[config.mk]
export PLATFORM = sky130hd
export DESIGN_NAME = fsd_front_flat
export DESIGN_NICKNAME = d
export VERILOG_FILES = /design/src/fsd_pkg.sv /design/src/fsd_if.sv /design/src/fsd_front.sv /design/src/flat_wrapper.sv
export SDC_FILE = /design/constraint.sdc
export NUM_CORES = 1
export LEC_CHECK = 0
export BUFFER_PORTS_ARGS = -buffer_cell sky130_fd_sc_hd__buf_2
export CORE_MARGIN = 2
export CORE_UTILIZATION = 34
export DETAILED_ROUTE_END_ITERATION = 10
export GPL_ROUTABILITY_DRIVEN = 0
export PLACE_DENSITY = 0.81
export SYNTH_ARGS = -nofsm -noshare
export SYNTH_HDL_FRONTEND = slang
export SYNTH_SLANG_ARGS = --single-unit
export TNS_END_PERCENT = 5
[constraint.sdc]
create_clock -name vclk -period 2.02
set_input_delay 0.202 -clock vclk [all_inputs]
set_output_delay 0.202 -clock vclk [all_outputs]
set_load 0.01 [all_outputs]
[src/fsd_pkg.sv]
// ----------------------------------------------------------------------------
// fsd_pkg
// Shared types, constants and helper functions for the speed dispersion block.
// ----------------------------------------------------------------------------
package fsd_pkg;

	localparam int VEL_BITS   = 24;
	localparam int COUNT_BITS = 24;
	localparam int CLS_BITS   = 3;
	localparam int TYPE_BITS  = 3;
	localparam int DISP_BITS  = 32;
	localparam int OUT_CNT_BITS = 24;
	localparam int MEAN_BITS  = 48;
	localparam int Q_BITS     = 64;
	localparam int ADDR_BITS  = 2;
	localparam int QUEUE_DEPTH = 2;
	localparam int QPTR_BITS  = $clog2(QUEUE_DEPTH);
	localparam int QCNT_BITS  = $clog2(QUEUE_DEPTH + 1);

	// Queue limits in the widths of its pointers and fill count.
	localparam logic [QPTR_BITS-1:0] QPTR_LAST  = QPTR_BITS'(QUEUE_DEPTH - 1);
	localparam logic [QCNT_BITS-1:0] QUEUE_FULL = QCNT_BITS'(QUEUE_DEPTH);

	// Register addresses
	localparam logic [ADDR_BITS-1:0] ADDR_HALO_CLASS = 2'd0;

	// Class codes
	localparam logic [CLS_BITS-1:0] CLS_ALL     = 3'd0;
	localparam logic [CLS_BITS-1:0] CLS_DARK    = 3'd1;
	localparam logic [CLS_BITS-1:0] CLS_GAS     = 3'd2;
	localparam logic [CLS_BITS-1:0] CLS_STARS   = 3'd3;
	localparam logic [CLS_BITS-1:0] CLS_VISIBLE = 3'd4;

	// Particle type codes
	localparam logic [TYPE_BITS-1:0] PT_GAS      = 3'd0;
	localparam logic [TYPE_BITS-1:0] PT_HALO     = 3'd1;
	localparam logic [TYPE_BITS-1:0] PT_DISK     = 3'd2;
	localparam logic [TYPE_BITS-1:0] PT_BULGE    = 3'd3;
	localparam logic [TYPE_BITS-1:0] PT_STARS    = 3'd4;
	localparam logic [TYPE_BITS-1:0] PT_BOUNDARY = 3'd5;

	// One classified item as it travels from the front to the back end.
	typedef struct packed {
		logic [VEL_BITS-1:0] mag_x;
		logic [VEL_BITS-1:0] mag_y;
		logic [VEL_BITS-1:0] mag_z;
		logic                counted;
		logic                last;
	} fsd_work_t;

	// Class membership test.
	function automatic logic in_class(input logic [CLS_BITS-1:0] cls,
			input logic [TYPE_BITS-1:0] t);
		logic r;
		begin
			case (cls)
				CLS_ALL:     r = 1'b1;
				CLS_DARK:    r = (t == PT_HALO) || (t == PT_DISK) ||
						(t == PT_BULGE) || (t == PT_BOUNDARY);
				CLS_GAS:     r = (t == PT_GAS);
				CLS_STARS:   r = (t == PT_STARS);
				CLS_VISIBLE: r = (t == PT_GAS) || (t == PT_STARS);
				default:     r = 1'b0;
			endcase
			return r;
		end
	endfunction

	// Magnitude of a signed velocity component.
	function automatic logic [VEL_BITS-1:0] vmag(input logic [VEL_BITS-1:0] v);
		logic [VEL_BITS-1:0] r;
		begin
			r = v[VEL_BITS-1] ? (~v + 1'b1) : v;
			return r;
		end
	endfunction

endpackage

[src/fsd_if.sv]
// ----------------------------------------------------------------------------
// fsd_in_if / fsd_out_if
// Valid/ready channels for particle items and result items.
// ----------------------------------------------------------------------------
interface fsd_in_if;
	logic                                valid;
	logic                                ready;
	logic [fsd_pkg::VEL_BITS-1:0]        vel_x;
	logic [fsd_pkg::VEL_BITS-1:0]        vel_y;
	logic [fsd_pkg::VEL_BITS-1:0]        vel_z;
	logic [fsd_pkg::TYPE_BITS-1:0]       particle_type;
	logic                                is_last;

	modport source (output valid, vel_x, vel_y, vel_z, particle_type, is_last,
			input ready);
	modport sink (input valid, vel_x, vel_y, vel_z, particle_type, is_last,
			output ready);
endinterface


[src/fsd_front.sv]
// ----------------------------------------------------------------------------
// fsd_front
// Accepts particle items, filters them by class and takes component magnitudes.
// ----------------------------------------------------------------------------
module fsd_front (
	input  logic [fsd_pkg::CLS_BITS-1:0]   halo_class,
	fsd_in_if.sink                         in_ch,
	output logic                           push,
	output fsd_pkg::fsd_work_t             push_data,
	input  logic                           full
);

	// Take an item whenever the queue has room.
	assign in_ch.ready = !full;
	assign push = in_ch.valid && !full;

	// Classify and form magnitudes.
	always_comb begin
		push_data.mag_x   = fsd_pkg::vmag(in_ch.vel_x);
		push_data.mag_y   = fsd_pkg::vmag(in_ch.vel_y);
		push_data.mag_z   = fsd_pkg::vmag(in_ch.vel_z);
		push_data.counted = fsd_pkg::in_class(halo_class, in_ch.particle_type);
		push_data.last    = in_ch.is_last;
	end

endmodule

[src/flat_wrapper.sv]
// flat-port wrapper written by rule: the top's interface ports become plain ports
module fsd_front_flat 
  (halo_class, push, push_data, full, in_ch_valid, in_ch_vel_x, in_ch_vel_y, in_ch_vel_z, in_ch_particle_type, in_ch_is_last, in_ch_ready);
  fsd_in_if in_ch_i ();
  input  logic [fsd_pkg::CLS_BITS-1:0] halo_class;
  output logic push;
  output fsd_pkg::fsd_work_t push_data;
  input  logic full;
  input wire logic [$bits(in_ch_i.valid)-1:0] in_ch_valid;
  input wire logic [$bits(in_ch_i.vel_x)-1:0] in_ch_vel_x;
  input wire logic [$bits(in_ch_i.vel_y)-1:0] in_ch_vel_y;
  input wire logic [$bits(in_ch_i.vel_z)-1:0] in_ch_vel_z;
  input wire logic [$bits(in_ch_i.particle_type)-1:0] in_ch_particle_type;
  input wire logic [$bits(in_ch_i.is_last)-1:0] in_ch_is_last;
  output wire logic [$bits(in_ch_i.ready)-1:0] in_ch_ready;
  assign in_ch_i.valid = in_ch_valid;
  assign in_ch_i.vel_x = in_ch_vel_x;
  assign in_ch_i.vel_y = in_ch_vel_y;
  assign in_ch_i.vel_z = in_ch_vel_z;
  assign in_ch_i.particle_type = in_ch_particle_type;
  assign in_ch_i.is_last = in_ch_is_last;
  assign in_ch_ready = in_ch_i.ready;
  fsd_front u_core (.halo_class(halo_class), .in_ch(in_ch_i), .push(push), .push_data(push_data), .full(full));
endmodule
* Word level (Yosys, flattened, before mapping)
Index checks and enable logic that the tools add are counted.
** Storage, ports and cells
- Bits of input ports :: 81
- Register bits after elaboration :: 0
- Output and inout port bits :: 76
- Word-level logic and storage cells :: 27
** Operators by class
- Mux-type cells :: 4
- Bitwise logic cells :: 3
- Reductions and logical operators :: 8
- Add/sub/neg operators :: 3
- Eq/ne operators :: 9
** Operators with widths (count)
- $add A24 B1 Y24 const B :: 3
- $mux W24 :: 3
- $not A24 Y24 :: 3
- $eq A3 B2 Y1 const B :: 4
- $eq A3 B3 Y1 const B :: 3
- $eq A3 B1 Y1 const B :: 2
- $logic_not A3 Y1 :: 2
- $pmux W1 S5 :: 1
- $logic_or A1 B1 Y1 :: 4
- $logic_and A1 B1 Y1 :: 1
- $logic_not A1 Y1 :: 1

* Depth between registers and ports, before layout
Gate-level depths: netlist (run 1).
- Word-level depth :: 5
- Mapped depth :: 7
- Depth with buffers taken out :: 6

* Worst setup path before layout (run 1)
No wires, ideal clock.
- Path type :: input-to-output
- Start point :: in in_ch_vel_y[10]
- End point :: out push_data[46] (netlist name)
- Cell stages on the path :: 5
- Path buffers :: 1
- Arrival :: 1.819 ns
- Setup slack :: -0.001 ns
- Required time :: 1.818 ns
- Cell sequence :: or4_4 > or4_4 > buf_6 > o41ai_4 > xnor2_1
** RTL lines
- from (decl) :: RTL line flat_wrapper.sv:11 : input wire logic [$bits(in_ch_i.vel_y)-1:0] in_ch_vel_y;
- to (decl) :: RTL line flat_wrapper.sv:7 : output fsd_pkg::fsd_work_t push_data;

==> flow_summary.toml, run 1 <==
[routing]
drt_pre_antenna_iters = 4
wl_per_cell_um = 12.2
drc = 0
wl_um = 5440
postRouteAntennaNets = 0
via_per_inst = 5.22
drt_iter0_drc = 50
via_count = 2324

[min_path]
hold_end = "push_data[0]"
holdPathStages = 0
hold_path.class = "in2out"
min-delay-start = "in_ch_is_last"

[place]
pre_cts_ws_ps = -197
dpl_cell_area_um2 = 2530
portBuffers = 155
dp_hpwl_um = 4550

[worst_setup_path]
crit_required_ps = 1820
cp_common_cell = "or4_4"
crit_chain = "buf_6 > or4_4 > or4_4 > o41ai_4 > xnor2_1 > buf_2"
crit_fanout = 9
cp.arrival_ps = 1960
slowest_delay_ps = 530
crit_path_end_kind = "primary output"
crit_slowest_cell = "or4_4"
critPathLaunchType = "input pin"
criticalPathCategory = "in2out"
critPathBufInv = 2
path_delay_family = "simple AND/OR/NAND/NOR gates"

[power]
power_density_nw_per_um2 = 242
ir_worst_vdd_mv = 0.113
p_leak_nw = 1.20

[yosys]
yosysTopAreaCellShare = 0.353
yosysTopAreaCell = "xnor2_1"
synth.area.top_cells = "xnor2_1, o31ai_1, o21ai_0, o41ai_1, nand2_1"
netlist-cell-type-count = 32
syn_inst = 222
seq_area_frac_synth = 0
syn-cell-area_um2 = 1540
synth_warnings = 0
avgSynthCellArea_um2 = 6.93
synth_nets = 306

[run]
drv_cap = 0

[sta]
max_freq_ghz = 0.462
fin_ws_ps = -146
finalSetupViolCount = 9
tightest_slew_ps = 475
min_period_ps = 2170
period_share = 1.07
finalHoldWorstSlack_ps = 404
rsz0062_at_grt = "yes"
slew_headroom = 0.683
finalHoldViolations = 0
drv_slew = 0

[grt]
grt_pass1_vias = 2107
antenna_found_initial = 0
grt_pass1_wl_um = 8910
grt_max_degree = 25
grtUsageTotal = 0.199
grt-ovfl-total = 0

[layout]
nets = 479
diodes = 0
clkbuf_count = 0
regArea_um2 = 0
area_growth_pct = 69.4
final_area_um2 = 2610
seq_cells = 0
drive_above_1_share = 0.509

[die]
row_count = 24
die_y_um = 71.3
initial_core_util = 0.353
dieArea_um2 = 5080
core_area_um2 = 4350
die-width_um = 71.3
design.portCount = 157

[outcome]
outcome = "complete, but fails checks"
violations = "setup timing"
## Yosys cell counts (2+ instances only)
cell type	n
a21oi_1	2
buf_4	4
clkbuf_1	5
ha_1	3
inv_1	9
nand2_1	23
nand2b_1	12
nand3_1	2
nand3b_1	2
nand4_1	4
nor2_1	5
nor3_1	6
nor4_1	8
o21a_1	2
o21ai_0	20
o31ai_1	20
o41ai_1	10
or3_1	5
or4_1	5
or4_4	2
xnor2_1	62
## area by class of cell
type,instances,area [um^2]
fill,378,1750
multi-input combinational,201,1520
timing repair buffer,183,992
tap,52,65.1
inverter,9,33.8
## cells in the final DEF, fill, tap and decap left out, drive strengths merged
cell and instances:
a21oi 2, and4b 1, buf 183, ha 3, inv 9, nand2 23, nand2b 12, nand3 2
nand3b 2, nand4 4, nor2 5, nor2b 1, nor3 6, nor3b 1, nor4 8, o21a 2
o21ai 20, o22ai 1, o31ai 20, o41ai 12, or3 5, or3b 1, or4 7, xnor2 62
xor2 1
## how the worst max path moves through the flow
stage                     from             to  slack [ps]  cells after the start
5_1_grt        in_ch_vel_y[10]  push_data[43]        -200                      6
3_5_place_dp   in_ch_vel_y[10]  push_data[46]        -200                      6
4_1_cts        in_ch_vel_y[10]  push_data[46]        -180                      6
2_1_floorplan  in_ch_vel_y[10]  push_data[46]        -0.6                      5
3_3_place_gp   in_ch_vel_y[10]  push_data[46]        -180                      6
6_report       in_ch_vel_y[10]  push_data[43]        -150                      6
## per-stage QoR
stage                     utilization  std cells  power [mW]  TNS [ps]
final                           0.599        445       0.631      -937
after global routing            0.599        445       0.689     -1650
after detailed placement        0.581        445       0.618     -1290
after global placement          0.581        445       0.606     -1070
after floorplan                     -        222       0.307    -0.560
after CTS                       0.584        445       0.622     -1030
## cell families (layout without fill, tap and decap cells)
kind of cell	count (synthesis)	after routing	synth area share
compound gates	57	57	0.268
fa+ha+maj	3	3	0.0244
buf+inv	21	192	0.0667
simple gates	78	78	0.282
xor+xnor	63	63	0.359
## routing by layer
metal,vias up,global-route usage,share of wire
met4,0,0.0231,0.0070
met3,6,0.0239,0.077
met1,1059,0.232,0.38
met2,101,0.395,0.53
li1,1158,-,-
met5,-,0,0
## where the power goes
group | internal (mW) | total, mW | switching [mW] | leakage, nW
clock network | 0 | 0 | 0 | 0
registers | 0 | 0 | 0 | 0
logic | 0.306 | 0.631 | 0.325 | 1.20
total | 0.306 | 0.631 | 0.325 | 1.20
## timing repair
action / CTS / global route
setup buffers: 0 / 0
pin swaps: 0 / 2
hold buffers: 0 / 0
gates resized for setup: 3 / 12
setup endpoints to repair: 13 / 15
Note: power is estimated with default switching activity, not from simulation.
==> inputs of run 2 (changes only) <==
--- a/config.mk
+++ b/config.mk
@@ -9,8 +9,7 @@
 export CORE_MARGIN = 2
 export CORE_UTILIZATION = 34
 export DETAILED_ROUTE_END_ITERATION = 10
-export GPL_ROUTABILITY_DRIVEN = 0
-export PLACE_DENSITY = 0.81
+export PLACE_DENSITY = 0.88
 export SYNTH_ARGS = -nofsm -noshare
 export SYNTH_HDL_FRONTEND = slang
 export SYNTH_SLANG_ARGS = --single-unit
==> run 2 against run 1 <==
The run still ends with setup timing left. Worst setup slack got worse by 63 ps. Via count increased by 1.9%. Core utilization increased by 1.2 points. Power increased by 2.0%. Critical path type unchanged. Design area increased by 2.1%. Combinational power increased by 2%.
==> flow_summary.toml, run 2 (same netlist as run 1, synthesis figures left out) <==
[outcome]
outcome = "complete, but fails checks"
violations = "setup timing"

[grt]
grt_max_degree = 25
grtUsageTotal = 0.195
grt_pass1_wl_um = 8730
antenna_found_initial = 0
grt_pass1_vias = 2144
grt-ovfl-total = 0

[worst_setup_path]
cp.arrival_ps = 2030
crit_path_end_kind = "primary output"
crit_chain = "buf_6 > or4_4 > or4_4 > o41ai_4 > xnor2_2 > buf_2"
crit_slowest_cell = "or4_4"
crit_required_ps = 1820
path_depth = 6
path_delay_family = "simple AND/OR/NAND/NOR gates"
criticalPathCategory = "in2out"
startpoint = "in_ch_vel_y[10]"
critPathLaunchType = "input pin"
critPathBufInv = 2
crit_fanout = 8
slowest_delay_ps = 530
cp_common_cell = "or4_4"

[run]
drv_cap = 0

[power]
switchingPower_mw = 0.331
combPwrFrac = 1.000
ir_worst_vdd_mv = 0.154
intPower_mw = 0.313
power_density_nw_per_um2 = 242
clkPwrFrac = 0
swShare = 0.514
p_total_mw = 0.644
p_leak_nw = 1.23
p_seq_frac = 0

[place]
pre_cts_ws_ps = -209
routabilityCongestion = 0.975
portBuffers = 155
dpl_cell_area_um2 = 2580
dp_hpwl_um = 4760

[routing]
drt_pre_antenna_iters = 4
drt_iter0_drc = 69
via_per_inst = 5.24
wl_per_cell_um = 12.6
via_count = 2367
postRouteAntennaNets = 0
wl_um = 5700
drc = 0

[sta]
period_share = 1.10
finalHoldViolations = 0
min_period_ps = 2230
fin_ws_ps = -209
slew_headroom = 0.682
rsz0062_at_grt = "yes"
max_freq_ghz = 0.449
tightest_slew_ps = 470
drv_slew = 0
finalHoldWorstSlack_ps = 404
finalSetupViolCount = 9

[layout]
clkbuf_count = 0
drive_above_1_share = 0.515
regArea_um2 = 0
nets = 486
final_area_um2 = 2660
final_cell_mix = "buf_2, xnor2_1, buf_4, nand2_1, o21ai_0"
final_common_cell = "buf_2"
diodes = 0
final_util = 0.611
area_growth_pct = 72.9
fill_cells = 366
multi_input_area_um2 = 1520
seq_cells = 0

[die]
initial_core_util = 0.353
design.portCount = 157
die-width_um = 71.3
core_area_um2 = 4350
die_y_um = 71.3
row_count = 24
dieArea_um2 = 5080

[min_path]
holdPathStages = 0
hold_path.class = "in2out"
min-delay-start = "in_ch_is_last"
hold_end = "push_data[0]"

[clock_network]
cts-hold-fix-buffers = 0
run 2: power by group through the flow:
| stage | Combinational, mW | Clock [mW] | Sequential [mW] |
|---|---|---|---|
| CTS | 0.631 | 0 | 0 |
| detailed placement | 0.628 | 0 | 0 |
| finish | 0.644 | 0 | 0 |
| floorplan | 0.307 | 0 | 0 |
| global route | 0.699 | 0 | 0 |
| global placement | 0.615 | 0 | 0 |
run 2: worst max path at each step:
stage / to / slack (ps)
2_1_floorplan: push_data[46] / -0.6
3_3_place_gp: push_data[46] / -170
3_5_place_dp: push_data[46] / -210
4_1_cts: push_data[46] / -210
5_1_grt: push_data[46] / -230
6_report: push_data[46] / -210
run 2: through the flow:
step                TNS (ps)  cells
floorplan             -0.560    222
global placement       -1150    452
detailed placement     -1570    452
CTS                    -1430    452
global route           -1870    452
finish                 -1310    452
run 2: repair_timing:
action / CTS / global route
setup endpoints to repair: 11 / 25
gates resized for setup: 2 / 13
buffers inserted: 0 / 0
pin swaps: 0 / 1
run 2: layout make-up:
cell class                 count  share of cell area
tap                           52              0.0244
timing repair buffer         190               0.393
multi-input combinational    201               0.570
inverter                       9              0.0127
run 2: metal layers:
layer  vias up  GRT usage  share of wire
met4         0     0.0147         0.0025
li1       1170          -              -
met3         2     0.0239          0.072
met1      1090      0.221           0.37
met5         -          0              0
met2       105      0.396           0.55
