$ cat src/fsd_pkg.sv
// ----------------------------------------------------------------------------
// fsd_pkg
// Shared types, constants and helper functions for the speed dispersion block.
// ----------------------------------------------------------------------------
package fsd_pkg;

	localparam int VEL_BITS   = 24;
	localparam int COUNT_BITS = 24;
	localparam int CLS_BITS   = 3;
	localparam int TYPE_BITS  = 3;
	localparam int DISP_BITS  = 32;
	localparam int OUT_CNT_BITS = 24;
	localparam int MEAN_BITS  = 48;
	localparam int Q_BITS     = 64;
	localparam int ADDR_BITS  = 2;
	localparam int QUEUE_DEPTH = 2;
	localparam int QPTR_BITS  = $clog2(QUEUE_DEPTH);
	localparam int QCNT_BITS  = $clog2(QUEUE_DEPTH + 1);

	// Queue limits in the widths of its pointers and fill count.
	localparam logic [QPTR_BITS-1:0] QPTR_LAST  = QPTR_BITS'(QUEUE_DEPTH - 1);
	localparam logic [QCNT_BITS-1:0] QUEUE_FULL = QCNT_BITS'(QUEUE_DEPTH);

	// Register addresses
	localparam logic [ADDR_BITS-1:0] ADDR_HALO_CLASS = 2'd0;

	// Class codes
	localparam logic [CLS_BITS-1:0] CLS_ALL     = 3'd0;
	localparam logic [CLS_BITS-1:0] CLS_DARK    = 3'd1;
	localparam logic [CLS_BITS-1:0] CLS_GAS     = 3'd2;
	localparam logic [CLS_BITS-1:0] CLS_STARS   = 3'd3;
	localparam logic [CLS_BITS-1:0] CLS_VISIBLE = 3'd4;

	// Particle type codes
	localparam logic [TYPE_BITS-1:0] PT_GAS      = 3'd0;
	localparam logic [TYPE_BITS-1:0] PT_HALO     = 3'd1;
	localparam logic [TYPE_BITS-1:0] PT_DISK     = 3'd2;
	localparam logic [TYPE_BITS-1:0] PT_BULGE    = 3'd3;
	localparam logic [TYPE_BITS-1:0] PT_STARS    = 3'd4;
	localparam logic [TYPE_BITS-1:0] PT_BOUNDARY = 3'd5;

	// One classified item as it travels from the front to the back end.
	typedef struct packed {
		logic [VEL_BITS-1:0] mag_x;
		logic [VEL_BITS-1:0] mag_y;
		logic [VEL_BITS-1:0] mag_z;
		logic                counted;
		logic                last;
	} fsd_work_t;

	// Class membership test.
	function automatic logic in_class(input logic [CLS_BITS-1:0] cls,
			input logic [TYPE_BITS-1:0] t);
		logic r;
		begin
			case (cls)
				CLS_ALL:     r = 1'b1;
				CLS_DARK:    r = (t == PT_HALO) || (t == PT_DISK) ||
						(t == PT_BULGE) || (t == PT_BOUNDARY);
				CLS_GAS:     r = (t == PT_GAS);
				CLS_STARS:   r = (t == PT_STARS);
				CLS_VISIBLE: r = (t == PT_GAS) || (t == PT_STARS);
				default:     r = 1'b0;
			endcase
			return r;
		end
	endfunction

	// Magnitude of a signed velocity component.
	function automatic logic [VEL_BITS-1:0] vmag(input logic [VEL_BITS-1:0] v);
		logic [VEL_BITS-1:0] r;
		begin
			r = v[VEL_BITS-1] ? (~v + 1'b1) : v;
			return r;
		end
	endfunction

endpackage

$ cat src/fsd_queue.sv
// ----------------------------------------------------------------------------
// fsd_queue
// Short first-in first-out queue between the front and back ends.
// ----------------------------------------------------------------------------
module fsd_queue (
	input  logic                  clk,
	input  logic                  arst_n,
	input  logic                  push,
	input  fsd_pkg::fsd_work_t    push_data,
	output logic                  full,
	input  logic                  pop,
	output logic                  not_empty,
	output fsd_pkg::fsd_work_t    head
);

	fsd_pkg::fsd_work_t mem_q [fsd_pkg::QUEUE_DEPTH];
	logic [fsd_pkg::QPTR_BITS-1:0]   wr_ptr_q;
	logic [fsd_pkg::QPTR_BITS-1:0]   rd_ptr_q;
	logic [fsd_pkg::QCNT_BITS-1:0]   cnt_q;

	assign full = (cnt_q == fsd_pkg::QUEUE_FULL);
	assign not_empty = (cnt_q != '0);
	assign head = mem_q[rd_ptr_q];

	// Storage.
	always_ff @(posedge clk) begin
		if (push) begin
			mem_q[wr_ptr_q] <= push_data;
		end
	end

	// Pointers and fill count.
	always_ff @(posedge clk or negedge arst_n) begin
		if (!arst_n) begin
			wr_ptr_q <= '0;
			rd_ptr_q <= '0;
			cnt_q    <= '0;
		end else begin
			if (push) begin
				wr_ptr_q <= (wr_ptr_q == fsd_pkg::QPTR_LAST) ? '0 : wr_ptr_q + 1'b1;
			end
			if (pop) begin
				rd_ptr_q <= (rd_ptr_q == fsd_pkg::QPTR_LAST) ? '0 : rd_ptr_q + 1'b1;
			end
			cnt_q <= cnt_q + {{(fsd_pkg::QCNT_BITS-1){1'b0}}, push}
					- {{(fsd_pkg::QCNT_BITS-1){1'b0}}, pop};
		end
	end

endmodule

$ cat config.mk
export PLATFORM = sky130hd
export DESIGN_NAME = fsd_queue
export DESIGN_NICKNAME = d
export VERILOG_FILES = /design/src/fsd_pkg.sv /design/src/fsd_queue.sv
export SDC_FILE = /design/constraint.sdc
export NUM_CORES = 1
export LEC_CHECK = 0
export ABC_CLOCK_PERIOD_IN_PS = 4260
export BUFFER_PORTS_ARGS = -buffer_cell sky130_fd_sc_hd__buf_2
export CAP_MARGIN = 20
export CORE_ASPECT_RATIO = 1.75
export CORE_UTILIZATION = 47
export CTS_CLUSTER_SIZE = 20
export DETAILED_ROUTE_END_ITERATION = 12
export GPL_TIMING_DRIVEN = 0
export PLACE_DENSITY_LB_ADDON = 0.3
export SLEW_MARGIN = 20
export SYNTH_ARGS = -nofsm -noshare
export SYNTH_HDL_FRONTEND = slang
export SYNTH_SLANG_ARGS = --single-unit
$ cat constraint.sdc
create_clock -name clk -period 4.26 [get_ports clk]
set_input_delay 0.639 -clock clk [delete_from_list [all_inputs] [get_ports clk]]
set_output_delay 0.639 -clock clk [all_outputs]
set_load 0.005 [all_outputs]
# Yosys cells after proc, flatten, opt, wreduce, memory -nomap -nowiden
# Memories as Yosys holds them, arrays and structs flattened.
# Index checks and enable logic that the tools add are counted.
# totals
wordCells	14
n_memories	1
output_inout_bits	76
ram_bits	148
reg_bits	4
# mem_list
name	words	width	rd	rd_ports_with_merged_regs	write_ports	line	source
mem_q	2	74	1	0	1	fsd_queue.sv:16	fsd_pkg::fsd_work_t mem_q [fsd_pkg::QUEUE_DEPTH];
# op_classes
n_eq_ne	1
n_reduce_logical	1
muxes	4
n_addsub	4
# ops
cell	count
two-way mux 1 bit	4
adder 1 bit (second input constant)	2
adder 2 x 1 -> 2 bit	1
== test 2 bit (second input constant)	1
nonzero test 2 bit	1
subtractor 2 x 1 -> 2 bit	1

# Logic depth before layout (Yosys ltp)
# Gate-level depths: netlist (run 1).
# logic_depth
depth_word	2
depth_mapped	5

# Least setup slack after synthesis (run 1)
# OpenSTA, ideal clock, no wires.
# synth_path
kind	input port to flip-flop
from	input port push
to	memory mem_q[0][0] (netlist name), enable pin
path_stages	1
path_slack_ps	-136
required_ps	3744
arrival_ps	3881
path_buffers	0
cell_sequence	nor2b_1
# synth_via
elab_chain_cells	2
# synth_lines
element	line	source
from (decl)	fsd_queue.sv:8	input logic push,
two-way mux 1 bit	fsd_queue.sv:27	if (push) begin
two-way mux 1 bit (not written as such)	fsd_queue.sv:28	mem_q[wr_ptr_q] <= push_data;
to (decl)	fsd_queue.sv:16	
# Every way passes these cells.

==> results_dict.tcl, run 1 <==
set metrics [dict create \
    vias 2837 \
    ys_types 13 \
    r2r-start "wr_ptr_q" \
    rrSetupSlack_ps 2680 \
    post-route-period-util_pct 52.8 \
    relSlewSlack_pct 66.4 \
    drc_errors 0 \
    antenna_found_initial 0 \
    first_iter_violations 86 \
    fin_cells 570 \
    areaGrowthSynthToFinish_pct 28.2 \
    synth_seq_area_share_pct 79.1 \
    yosys_warnings 0 \
    arrival_ps 1610 \
    synth_flop_cell "edfxtp_1" \
    gp_congestion 0.677 \
    synth_compound_area_share_pct 0 \
    dr.pass1.iters 4 \
    rows 53 \
    nets 501 \
    synth-simple-area-share_pct 0.436 \
    worst-path-max-fanout 10 \
    synth_top_cell_by_area "edfxtp_1" \
    setup_ws_ps 2010 \
    drive_above_1_share_pct 62.4 \
    worst_slew_pin_slew_ps 504 \
    clock_latency_ps 400 \
    ctsRootBufferMaster "clkbuf_16" \
    synth_top_cell_area_share_pct 77.4 \
    ant_nets 0 \
    cts_tree "yes" \
    synth-seq-cells 152 \
    clockBufferDepth 2 \
    cts_setup_buffers 0 \
    hold_viol 0 \
    critPathCaptureType "output pin" \
    leakagePower_nw 2.97 \
    synth_fa_ha_area_share_pct 0.436 \
    wirelength_um 9470 \
    io_pins 154 \
    ys_top_cells_by_area "edfxtp_1 (77%), mux2_4 (13%), mux2_2 (4.7%), dfrtp_1 (1.7%), buf_6 (1.2%)" \
    globalRouteOverflowTotal 0 \
    die_area_mm2 0.0127 \
    synth_top_cells_by_count "edfxtp_1 (148), mux2_4 (50), mux2_2 (24), buf_6 (6), dfrtp_1 (4)" \
    cts_buffers 17 \
    cts-resized-gates 0 \
    syn_inst 245 \
    diodes 0 \
    p_per_area_mw_per_mm2 671 \
    die_w_um 85.6 \
    fillers 901 \
    reg2regPathDepth 2 \
    setup_tns_ps 0 \
    dp_hpwl_um 6620 \
    synthXorXnorAreaFrac_pct 0.719 \
    synth_top_family_by_area "multiplexers" \
    grt_pass1_wl_um 14200 \
    crit_path_end "head[19]" \
    grt_usage_pct 15.4 \
    period_needed_ps 2250 \
    core_area_mm2 0.0119 \
    grt_pass1_vias 3014 \
    crit_type "flip-flop to output pin" \
    io_buffer_count 153 \
    max-cap-violations 0 \
    async_flop_share_pct 2.63 \
    dp.cells 539 \
    synth_edf_count 148 \
    wl_per_cell_um 16.6 \
    cts.clk_slew.worst_paths_ps 60 \
    clock_sinks 152 \
    avgSynthCellArea_um2 23.4 \
    synthMuxAreaShare_pct 17.8 \
    cp_data_required_time_ps 3620 \
    ir_worst_vdd_uv 423 \
    die_h_um 148 \
    dp_slack_ps 2340 \
    startpoint "rd_ptr_q" \
    vias_per_cell 4.98 \
    finalMaxSlewViolations 0 \
    synth_nets 325 \
    max_freq_ghz 0.445 \
    fin_skew_ps 10.7 \
    rsz0062_at_grt "false" \
    critPathLaunchType "flip-flop" \
    yosysMostFrequentCell "edfxtp_1" \
    floorplan.initialDensity_pct 48.1 \
    cts_hold_buf 0 \
    finalSetupViolations 0 \
    cts_max_level 4 \
    status "completed" \
    grt_max_degree 40 \
    r2r-end "mem_q[1][43]" \
    hold_class "input port to async pin" \
    synth_area_mm2 0.00574 \
]
==> report_power, final <==
part / total, mW / internal [mW] / switching, mW
Sequential: 2.06 / 1.98 / 0.0747
Combinational: 1.41 / 0.797 / 0.617
Clock: 1.46 / 0.917 / 0.547
==> flip-flops by register name, summed over array words and instances, names as in the netlist <==
name and flops:
cnt_q 2, wr_ptr_q 1, rd_ptr_q 1, mem_q 148
==> cells by family (layout without fill, tap and decap cells) <==
logic type | after synthesis | after routing
adders and majority gates | 2 | 2
muxes | 74 | 74
DFF | 152 | 152
xor gates and xnor gates | 3 | 3
buffers and inverters | 10 | 198
and+or+nand+nor | 4 | 4
==> how the worst min path moves through the flow <==
stage | from | endpoint | depth (start not counted)
after floorplan | arst_n | cnt_q[0] | 0
after global routing | arst_n | cnt_q[1] | 1
final | arst_n | cnt_q[1] | 1
after detailed placement | arst_n | cnt_q[1] | 1
after CTS | arst_n | cnt_q[1] | 1
after global placement | arst_n | cnt_q[0] | 1
==> critical path: stages (launching register included) <==
cell and delay [ps]:
dfrtp_1 370, buf_6 180, buf_6 200, mux2_4 310
buf_2 140
==> layout make-up <==
type                       count  area [um2]  area share, %
tap                          137         171           2.33
clock inverter                12         150           2.04
buffer                         8        77.6           1.05
clock buffer                  19         433           5.88
multi-input combinational     83        1120           15.2
timing repair buffer         157         853           11.6
sequential                   152        4540           61.7
inverter                       2        7.51          0.102
==> routing by layer <==
| metal | wire (um) | GRT usage (%) |
|---|---|---|
| met5 | 0 | 0 |
| met4 | 341 | 9.42 |
| met3 | 519 | 5.22 |
| met2 | 5390 | 27.9 |
| met1 | 3220 | 14.6 |
==> cells in the final DEF (no fill, tap or decap) <==
master	count
inv_6	2
mux2_4	50
clkinv_1	1
clkinvlp_4	2
buf_16	1
or2_2	1
inv_1	2
xor3_1	1
buf_6	6
edfxtp_1	148
mux2_2	24
clkbuf_16	17
dfrtp_1	4
clkinv_2	3
clkinv_4	1
nor2b_1	1
xor2_1	2
clkbuf_1	2
nor2b_4	1
and2_4	1
buf_12	3
bufinv_16	3
ha_1	2
buf_2	155
==> metrics by stage <==
step | util (%) | hold WS, ps | power (mW) | area (um2)
2_1_floorplan | - | 343 | 2.99 | 5740
3_3_place_gp | 56.0 | 444 | 3.47 | 6680
4_1_cts | 61.7 | 10.7 | 5.01 | 7360
5_1_grt | 61.7 | 12.3 | 5.16 | 7360
3_5_place_dp | 56.8 | 449 | 3.54 | 6780
6_report | 61.7 | 26.6 | 4.94 | 7360
Power figures use the tool's default switching activity.
==> run 2, diff against run 1 <==
--- a/config.mk
+++ b/config.mk
@@ -5,11 +5,12 @@
 export SDC_FILE = /design/constraint.sdc
 export NUM_CORES = 1
 export LEC_CHECK = 0
-export ABC_CLOCK_PERIOD_IN_PS = 4260
+export ABC_AREA = 1
+export ABC_CLOCK_PERIOD_IN_PS = 2100
 export BUFFER_PORTS_ARGS = -buffer_cell sky130_fd_sc_hd__buf_2
 export CAP_MARGIN = 20
 export CORE_ASPECT_RATIO = 1.75
-export CORE_UTILIZATION = 47
+export CORE_UTILIZATION = 52
 export CTS_CLUSTER_SIZE = 20
 export DETAILED_ROUTE_END_ITERATION = 12
 export GPL_TIMING_DRIVEN = 0
==> constraint.sdc (replaced) <==
create_clock -name clk -period 2.1 [get_ports clk]
set_input_delay 0.315 -clock clk [delete_from_list [all_inputs] [get_ports clk]]
set_output_delay 0.315 -clock clk [all_outputs]
set_load 0.005 [all_outputs]
==> results_dict.tcl, run 2 <==
set metrics [dict create \
    synth_top_cell_area_share_pct 78.3 \
    grt_pass1_vias 3656 \
    clock_latency_ps 410 \
    synth_flop_cell "edfxtp_1" \
    path_cells "buf_4 -> buf_2 -> o21ai_0 -> buf_2" \
    cp_slowest_stage_delay_ps 420 \
    critPathTopFamily "buffers and inverters" \
    r2r-start "wr_ptr_q" \
    io_buffer_count 153 \
    areaGrowthSynthToFinish_pct 29.3 \
    vias 3601 \
    grt_usage_pct 21.2 \
    worst-path-max-fanout 10 \
    setup_ws_ps 201 \
    path_buf_inv 3 \
    cts_setup_buffers 0 \
    synth_nets 491 \
    status "completed" \
    cts_tree "yes" \
    yosysMostFrequentCell "edfxtp_1" \
    cts_hold_buf 1 \
    vias_per_cell 4.92 \
    max-cap-violations 0 \
    hold_viol 0 \
    gp_congestion 0.735 \
    cts.clk_slew.worst_paths_ps 60 \
    globalRouteOverflowTotal 0 \
    synth_edf_count 148 \
    synth-seq-cells 152 \
    avgSynthCellArea_um2 13.8 \
    die_w_um 81 \
    r2r-end "mem_q[1][34]" \
    drive_above_1_share_pct 33.6 \
    ys_types 12 \
    grt_max_degree 33 \
    reg2regPathDepth 3 \
    drc_errors 0 \
    rrSetupSlack_ps 580 \
    cp_data_required_time_ps 1780 \
    dp_hpwl_um 7650 \
    cts-resized-gates 0 \
    min_from "push_data[7]" \
    max_freq_ghz 0.527 \
    dr.pass1.iters 4 \
    crit_path_end "head[47]" \
    io_pins 154 \
    core_area_mm2 0.0106 \
    final_common_cell "buf_2" \
    cpMaxStageDelayCell "dfrtp_1" \
    crit_path_frequent_cell "buf_2" \
    nets 669 \
    synth_area_mm2 0.00568 \
    period_needed_ps 1900 \
    grt_pass1_wl_um 17200 \
    rsz0062_at_grt "false" \
    top_regs "mem_q: 148 flops, cnt_q: 2 flops" \
    diodes 0 \
    async_flop_share_pct 2.63 \
    arrival_ps 1580 \
    die_area_mm2 0.0114 \
    synth_top_cell_by_area "edfxtp_1" \
    ant_nets 0 \
    cts_buffers 17 \
    clock_sinks 152 \
    wl_per_cell_um 15.2 \
    path_depth 4 \
    yosys_warnings 0 \
    leakagePower_nw 3.19 \
    clockBufferDepth 2 \
    antenna_found_initial 0 \
    ctsRootBufferMaster "clkbuf_16" \
    floorplan.initialDensity_pct 53.4 \
    startpoint "rd_ptr_q" \
    dp_slack_ps 575 \
    final_cell_mix "buf_2 (156), edfxtp_1 (148), nand2_1 (81), inv_1 (80), o21ai_0 (74)" \
    wirelength_um 11100 \
    synth_seq_area_share_pct 80.0 \
    ys_top_cells_by_area "edfxtp_1 (78%), o21ai_0 (6.5%), inv_1 (5.4%), nand2_1 (5.4%), dfrtp_1 (1.8%)" \
    design_area_mm2 0.00735 \
    hold_class "input port to flip-flop" \
    p_per_area_mw_per_mm2 1350 \
    fin_skew_ps 6.19 \
    finalMaxSlewViolations 0 \
    critPathLaunchType "flip-flop" \
    relSlewSlack_pct 72.7 \
    synth_top_cells_by_count "edfxtp_1 (148), inv_1 (81), nand2_1 (81), o21ai_0 (74), buf_4 (10)" \
    syn_inst 411 \
    worst_slew_pin_slew_ps 408 \
    largest_register_ffs 148 \
    crit_type "flip-flop to output pin" \
    die_h_um 140 \
    ir_worst_vdd_uv 845 \
    post-route-period-util_pct 90.4 \
    cts_max_level 4 \
    critPathCaptureType "output pin" \
    regMostFlops "mem_q" \
    dpl_cell_area_mm2 0.00673 \
    first_iter_violations 118 \
    rows 50 \
    finalSetupViolations 0 \
]
==> run 2: final cells by class <==
class                      count  area [um2]
multi-input combinational    162         737
clock inverter                15         176
timing repair buffer         159         891
clock buffer                  17         425
sequential                   152        4540
tap                          130         163
fill                         777        3290
inverter                      81         308
buffer                        16         101
==> run 2: worst min path at each step <==
| stage | endpoint | slack, ps | cells after the start |
|---|---|---|---|
| 4_1_cts | mem_q[1][7] | 70 | 1 |
| 3_3_place_gp | wr_ptr_q | 120 | 1 |
| 6_report | mem_q[0][7] | 90 | 1 |
| 5_1_grt | mem_q[1][73] | 70 | 1 |
| 2_1_floorplan | cnt_q[0] | 20 | 0 |
| 3_5_place_dp | wr_ptr_q | 130 | 1 |
==> run 2: logic make-up (layout without fill, tap and decap cells) <==
kind of cell / count (synthesis) / count (layout) / synth area share, %
adder cells (fa/ha/maj): 2 / 2 / 0.441
AO/OA/AOI/OAI: 74 / 74 / 6.52
flip-flops: 152 / 152 / 80.0
buffers and inverters: 97 / 288 / 7.14
XOR/XNOR: 2 / 2 / 0.308
AND/OR/NAND/NOR: 84 / 84 / 5.57
==> run 2: per-layer routing <==
| metal | global-route usage (%) | wire length [um] |
|---|---|---|
| met1 | 21.7 | 4010 |
| met2 | 36.9 | 6140 |
| met3 | 6.38 | 577 |
| met4 | 12.0 | 375 |
| met5 | 0 | 0 |
==> run 2: metrics by stage <==
stage	utilization, %	hold slack, ps	setup TNS [ps]	power [mW]	instances
3_5_place_dp	63.3	130	0	6.98	699
4_1_cts	69.1	70.4	0	10.0	732
2_1_floorplan	-	19.4	0	5.59	411
3_3_place_gp	62.2	125	-64880	6.76	694
6_report	69.1	86.1	0	9.92	732
5_1_grt	69.1	68.5	0	10.5	732
==> run 2: power by group <==
part	internal (mW)	switching, mW
logic	1.10	1.60
clock network	1.87	1.16
registers	4.02	0.161
